**src/design/fmp_pkg.sv**
```systemverilog
// ----------------------------------------------------------------------------
// fmp_pkg
// Types and constants shared by the Fourier modulus projection core.
// ----------------------------------------------------------------------------
package fmp_pkg;

  localparam int MAX_DIM    = 4096;
  localparam int DIV_STEPS  = 64;
  localparam int SQRT_STEPS = 32;
  localparam int LAT        = DIV_STEPS + SQRT_STEPS;

  typedef enum logic [2:0] {
    REG_TOL    = 3'd0,
    REG_MAXP   = 3'd1,
    REG_BS_EN  = 3'd2,
    REG_CX     = 3'd3,
    REG_CY     = 3'd4,
    REG_RSQ    = 3'd5,
    REG_ROWS   = 3'd6,
    REG_COLS   = 3'd7
  } cfg_reg_t;

  typedef enum logic [1:0] {
    MODE_PASS  = 2'd0,
    MODE_ROOT  = 2'd1,
    MODE_SCALE = 2'd2
  } mode_t;

  typedef struct packed {
    logic [11:0]        pixel_row;
    logic [11:0]        pixel_col;
    logic signed [31:0] est_re;
    logic signed [31:0] est_im;
    logic signed [31:0] meas_re;
    logic signed [31:0] meas_im;
  } in_item_t;

  typedef struct packed {
    logic signed [31:0] new_re;
    logic signed [31:0] new_im;
    logic               blocked;
    logic               saturated;
  } out_item_t;

  // Item context carried alongside the divider and square-root stages
  typedef struct packed {
    mode_t              mode;
    logic               blocked;
    logic               rsat;
    logic signed [31:0] est_re;
    logic signed [31:0] est_im;
    logic [63:0]        mp;
  } side_t;

endpackage

```
**src/design/fmp_sqrt.sv**
```systemverilog
// ----------------------------------------------------------------------------
// fmp_sqrt
// Pipelined integer square root of a 64-bit value, one result bit per stage.
// ----------------------------------------------------------------------------
module fmp_sqrt
  import fmp_pkg::*;
(
  input  logic        clk,
  input  logic        en,
  input  logic [63:0] v_i,
  output logic [31:0] root_o
);

  logic [63:0] v_r   [SQRT_STEPS];
  logic [63:0] res_r [SQRT_STEPS];

  genvar g;
  generate
    for (g = 0; g < SQRT_STEPS; g++) begin : g_step
      localparam logic [63:0] BIT = 64'd1 << (62 - 2 * g);
      logic [63:0] v_in, res_in;
      logic [64:0] trial;
      logic        ge;
      if (g == 0) begin : g_first
        assign v_in   = v_i;
        assign res_in = '0;
      end else begin : g_next
        assign v_in   = v_r[g-1];
        assign res_in = res_r[g-1];
      end
      assign trial = {1'b0, res_in} + {1'b0, BIT};
      assign ge    = {1'b0, v_in} >= trial;
      always_ff @(posedge clk) begin
        if (en) begin
          v_r[g]   <= ge ? v_in - trial[63:0] : v_in;
          res_r[g] <= ge ? (res_in >> 1) + BIT : res_in >> 1;
        end
      end
    end
  endgenerate

  assign root_o = res_r[SQRT_STEPS-1][31:0];

endmodule

```
**config.mk**
```make
export PLATFORM = sky130hd
export DESIGN_NAME = fmp_sqrt
export DESIGN_NICKNAME = d
export VERILOG_FILES = /design/src/design/fmp_pkg.sv /design/src/design/fmp_sqrt.sv
export SDC_FILE = /design/constraint.sdc
export NUM_CORES = 2
export LEC_CHECK = 0
export ABC_AREA = 0
export BUFFER_PORTS_ARGS = -buffer_cell sky130_fd_sc_hd__buf_2
export CORE_MARGIN = 8
export CORE_UTILIZATION = 39
export DETAILED_ROUTE_END_ITERATION = 7
export PLACE_DENSITY = 0.62
export SYNTH_ARGS = -nofsm -noshare
export SYNTH_HDL_FRONTEND = slang
export SYNTH_SLANG_ARGS = --single-unit
```
**constraint.sdc**
```tcl
create_clock -name clk -period 10.3 [get_ports clk]
set_input_delay 1.03 -clock clk [delete_from_list [all_inputs] [get_ports clk]]
set_output_delay 1.03 -clock clk [all_outputs]
set_load 0.1 [all_outputs]
```
=== Word level (Yosys, flattened, before mapping) ===
Memory sizes are Yosys's and may differ from the RTL's.
Cells that the tools add are included.
Widths: inputs -> output; s select.

* Memory bits (read-only): 0
* Bits of input ports: 66
* Register bits: 0
* Output and inout port bits: 32
* Memories: 2
* Word-level logic and storage cells: 194
* Bits in latches: 0
* RAM bits: 4096

{| class="wikitable"
|+ Memory list
! name !! words !! width !! read ports !! clocked after memory_dff !! write ports !! RTL line !! text
|-
| res_r || 32 || 64 || 32 || 0 || 32 || fmp_sqrt.sv:15 || <nowiki>logic [63:0] res_r [SQRT_STEPS];</nowiki>
|-
| v_r || 32 || 64 || 31 || 0 || 32 || fmp_sqrt.sv:14 || <nowiki>logic [63:0] v_r [SQRT_STEPS];</nowiki>
|}

* Shifts and indexed selects: 0
* Equal/unequal tests: 0
* Bitwise logic cells: 0
* Mux-type cells: 66
* Reductions and logical operators: 0
* Add/subtract/negate cells: 94
* Multipliers: 0
* Divide/modulo/power cells: 0
* Order comparisons: 32

{| class="wikitable"
|+ Operators with widths
! kind !! number
|-
| $mux 64 || 63
|-
| $ge 64x65->1 || 31
|-
| $sub 64x64->64 || 31
|-
| $add 64x1->65 const B || 1
|-
| $add 64x11->65 const B || 1
|-
| $add 64x13->65 const B || 1
|-
| $add 64x15->65 const B || 1
|-
| $add 64x17->65 const B || 1
|-
| $add 64x19->65 const B || 1
|-
| $add 64x21->65 const B || 1
|-
| $add 64x23->65 const B || 1
|-
| $add 64x25->65 const B || 1
|-
| $add 64x27->65 const B || 1
|-
| $add 64x29->65 const B || 1
|-
| $add 64x3->65 const B || 1
|-
| $add 64x31->65 const B || 1
|-
| $add 64x33->65 const B || 1
|-
| $add 64x35->65 const B || 1
|-
| $add 64x37->65 const B || 1
|-
| $add 64x39->65 const B || 1
|-
| $add 64x41->65 const B || 1
|-
| $add 64x43->65 const B || 1
|-
| $add 64x45->65 const B || 1
|-
| $add 64x47->65 const B || 1
|-
| other kinds (45) || 46
|}

=== Longest topological paths before layout ===
An unclocked memory read counts as a cell.

* Depth in word-level cells: 4
* Mapped depth: 14
* Mapped depth without buffers: 12

=== Worst setup path before layout ===
No wires, ideal clock.

* Path type: reg2reg
* Start point: memory v_r[20][29]
* End point: memory v_r[21][63], data pin
* Required time: 10.042 ns
* Data arrival time: 3.328 ns
* Cell stages (with the launch flop): 13
* Path slack: 6.714 ns
* Library setup time: 0.258 ns
* Buffers on the path: 2
* Clock period less this slack: 3.586 ns
* Cell sequence: edfxtp_1 > ha_1 > clkbuf_1 > nand2_1 > or4_1 > a21o_1 > o211ai_1 > nand3_1 > o311a_1 > clkbuf_1 > a311oi_1 > nand4_1 > xnor2_1

{| class="wikitable"
|+ RTL lines
! element !! RTL line
|-
| start, declared || fmp_sqrt.sv:14
|}

==> results.sh <==
export IMPL_status="complete, but fails checks"
export IMPL_violations="capacitance limit, slew limit"
export IMPL_worst_r2r_startpoint="v_r[28][32]"
export IMPL_wl_per_cell_um=21.7
export IMPL_yosys_most_used_dff="edfxtp_1"
export IMPL_grt_pass1_vias=78900
export IMPL_grt_start_max_net_pins=192
export IMPL_viasPerCell=5.42
export IMPL_clock_skew_ps=69.7
export IMPL_cts_sinks=2512
export IMPL_synthArstFlopShare=0
export IMPL_initial_utilization=0.392
export IMPL_critical_path_class="reg -> reg"
export IMPL_std_cell_rows=204
export IMPL_dp_hpwl_um=235000
export IMPL_grt_overflow_total=0
export IMPL_multi_input_area_sq_mm=0.0424
export IMPL_io_buffers=97
export IMPL_post_route_min_period_ps=6210
export IMPL_synth_xor_area_frac=0.0619
export IMPL_worstPathMaxFanout=51
export IMPL_synthSimpleGateAreaFrac=0.123
export IMPL_syn_avg_cell_area_sq_um=12.5
export IMPL_cts_setup_buffers=0
export IMPL_area_growth_pct=11.7
export IMPL_setup_viol=0
export IMPL_cts_tree="done"
export IMPL_max_freq_mhz=161
export IMPL_cp_top_family="simple AND/OR/NAND/NOR gates"
export IMPL_antenna_found_initial=3
export IMPL_num_io_pins=98
export IMPL_ys_warn_count=0
export IMPL_vdd_drop_max_mv=0.160
export IMPL_crit_buf_inv=1
export IMPL_dp_cells=13800
export IMPL_rsz0062_at_grt="no"
export IMPL_hp_start="v_i[0]"
export IMPL_ctsHoldBuffers=0
export IMPL_clk_path_buf_depth=4
export IMPL_critPathLaunchType="register"
export IMPL_p_leak_nw=50.0
export IMPL_critPathCaptureType="register"
export IMPL_die_width_um=573
export IMPL_yosys_area_share_adder=0.0576
export IMPL_synth_mux_area_frac=0.00963
export IMPL_layout_drive_gt1_share=0.0735
export IMPL_fp_dieH_um=573
export IMPL_fillers=28000
export IMPL_cts_root_buf="clkbuf_16"
export IMPL_cts_max_level=5
export IMPL_grt_pass1_wl_um=466000
export IMPL_ant_nets=0
export IMPL_syn_inst=9683
export IMPL_post_place_ws_ps=4330
export IMPL_post_route_period_util=0.603
export IMPL_crit_arrival_ps=6780
export IMPL_whs_ps=341
export IMPL_cts_made_buffers=278
export IMPL_path_clk_slew_ps=60
export IMPL_drc_errors=0
export IMPL_slew_viol_final=2
export IMPL_post_cts_resized=0
export IMPL_powerDensity_mw_per_mm2=223
export IMPL_core_area_sq_mm=0.309
export IMPL_vias=77300
export IMPL_synth_nets=10300
export IMPL_max_stage_delay_ps=1320
export IMPL_nNetsFinal=10500
export IMPL_crit_required_ps=10870
export IMPL_worstPathCellList="ha_1, nand4b_1, nor3_1, nand3_1, nor3_1, or4_4, a21oi_4, inv_2, o2111a_1, nand3_1, a22o_1"
export IMPL_clk_latency_ps=850
export IMPL_grt_usage=0.181
export IMPL_finalWirelength_um=309000
export IMPL_synthDistinctLibCells=91
export IMPL_synth_top_family_by_area="simple AND/OR/NAND/NOR gates"
export IMPL_final_hold_viol_count=0
export IMPL_dr_first_iter_drc_count=5527
export IMPL_cap_violations=1
export IMPL_detail_route_first_pass_iterations=6
export IMPL_place_congestion=0.948
export IMPL_critical_path_startpoint="v_r[28][32]"
export IMPL_worst_slack_ps=4090
export IMPL_die_area_sq_mm=0.329
export IMPL_ys_seq_area_frac=0.622
export IMPL_layout_area_seq_sq_mm=0.0754
export IMPL_power_total_mw=30.2
export IMPL_tns_ps=0
export IMPL_critPathSlowestCell="nor3_1"
export IMPL_synth_cell_area_sq_mm=0.121
export IMPL_min_delay_path_class="in -> reg"
export IMPL_worst_slew_pin_slew_ps=1680
export IMPL_final_cells=14300
export IMPL_synth_edff_count=2512
export IMPL_synth_seq_cells=2512
export IMPL_slew_headroom=-0.129
export IMPL_synth_compound_area_share=0.0971
[final cells by class]
| type | count | area share |
|---|---|---|
| Tap cell | 4120 | 0.0381 |
| Antenna cell | 5 | 0.0000924 |
| Timing Repair Buffer | 157 | 0.00788 |
| Clock inverter | 158 | 0.0101 |
| Inverter | 706 | 0.0196 |
| Multi-Input combinational cell | 6267 | 0.313 |
| Sequential cell | 2512 | 0.557 |
| Clock buffer | 326 | 0.0540 |
[layout by cell type (no fill, tap or decap), drive strengths merged, types with 264 or more instances in the layout]
master | netlist | layout
nor4 | 362 | 362
nor3 | 264 | 264
nand2 | 605 | 605
edfxtp | 2512 | 2512
clkbuf | 168 | 326
ha | 558 | 558
inv | 706 | 720
xnor2 | 469 | 469
a21oi | 603 | 603
nor2 | 635 | 635
o21ai | 428 | 428
xor2 | 388 | 388
[cells in the mapped netlist, types with 18 or more instances]
cell type / count / area share
a31oi_1: 59 / 0.0030
nor4b_1: 59 / 0.0043
or2_2: 38 / 0.0020
and3_1: 53 / 0.0027
nor3_1: 263 / 0.011
mux2_2: 93 / 0.0086
nor2_1: 635 / 0.020
o211ai_1: 49 / 0.0030
clkbuf_1: 168 / 0.0052
o21bai_1: 63 / 0.0039
and2_1: 37 / 0.0019
nor2b_1: 69 / 0.0036
nand2b_1: 107 / 0.0055
or3_1: 117 / 0.0060
nand3_1: 162 / 0.0067
nand2_1: 605 / 0.019
o21a_1: 108 / 0.0067
or4_1: 76 / 0.0047
nor4_1: 357 / 0.018
a21o_1: 234 / 0.014
a21boi_0: 31 / 0.0019
o31ai_1: 43 / 0.0027
a2111oi_0: 18 / 0.0013
a21oi_1: 602 / 0.025
nand4_1: 156 / 0.0081
ha_1: 558 / 0.058
xor2_1: 388 / 0.028
inv_1: 704 / 0.022
edfxtp_1: 2512 / 0.62
xnor2_1: 469 / 0.034
a211oi_1: 57 / 0.0035
o21ai_0: 424 / 0.018
nand3b_1: 29 / 0.0018
nand4b_1: 25 / 0.0018
[path summary, 6_finish.rpt]
check | depth (start not counted) | end | slack, ps
max | 11 | v_r[29][46] | 4090
max reg2reg | 11 | v_r[29][46] | 4090
min | 1 | v_r[0][0] | 340
min reg2reg | 0 | res_r[13][31] | 430
[report_power, final]
part           total [mW]  internal, mW  switching, mW
Combinational        6.60          2.61           3.99
Sequential           14.1          13.0           1.10
Clock                9.53          5.52           4.01
[flip-flops by register name, indices dropped and copies added, names as in the netlist]
| signal | count |
|---|---|
| v_r | 1984 |
| res_r | 528 |
[worst reg2reg max path, delay by kind of cell (launching register included)]
| family | cells | cell delay [ps] |
|---|---|---|
| buffers and inverters | 1 | 730 |
| adder cells (fa/ha/maj) | 1 | 510 |
| flip-flops | 1 | 410 |
| AO/OA/AOI/OAI | 3 | 980 |
| AND/OR/NAND/NOR | 6 | 3340 |
[routing by layer]
layer	share of wire	track usage
met1	0.37	0.188
met2	0.54	0.356
met3	0.033	0.0206
met4	0.054	0.0882
met5	0.000029	0
[cells by family (layout without fill, tap and decap cells)]
| logic type | Yosys count | after routing |
|---|---|---|
| xor+xnor | 857 | 857 |
| other cells | 0 | 5 |
| compound gates | 1879 | 1879 |
| fa+ha+maj | 558 | 558 |
| mux | 105 | 105 |
| buf+inv | 904 | 1347 |
| simple gates | 2868 | 2868 |
| flops | 2512 | 2512 |
[metrics by stage]
stage	instance area [sq um]	utilization
2_1_floorplan	121000	-
3_3_place_gp	127000	0.410
3_5_place_dp	127000	0.410
4_1_cts	135000	0.438
5_1_grt	135000	0.438
6_report	135000	0.438
(Power assumes the default switching activity.)
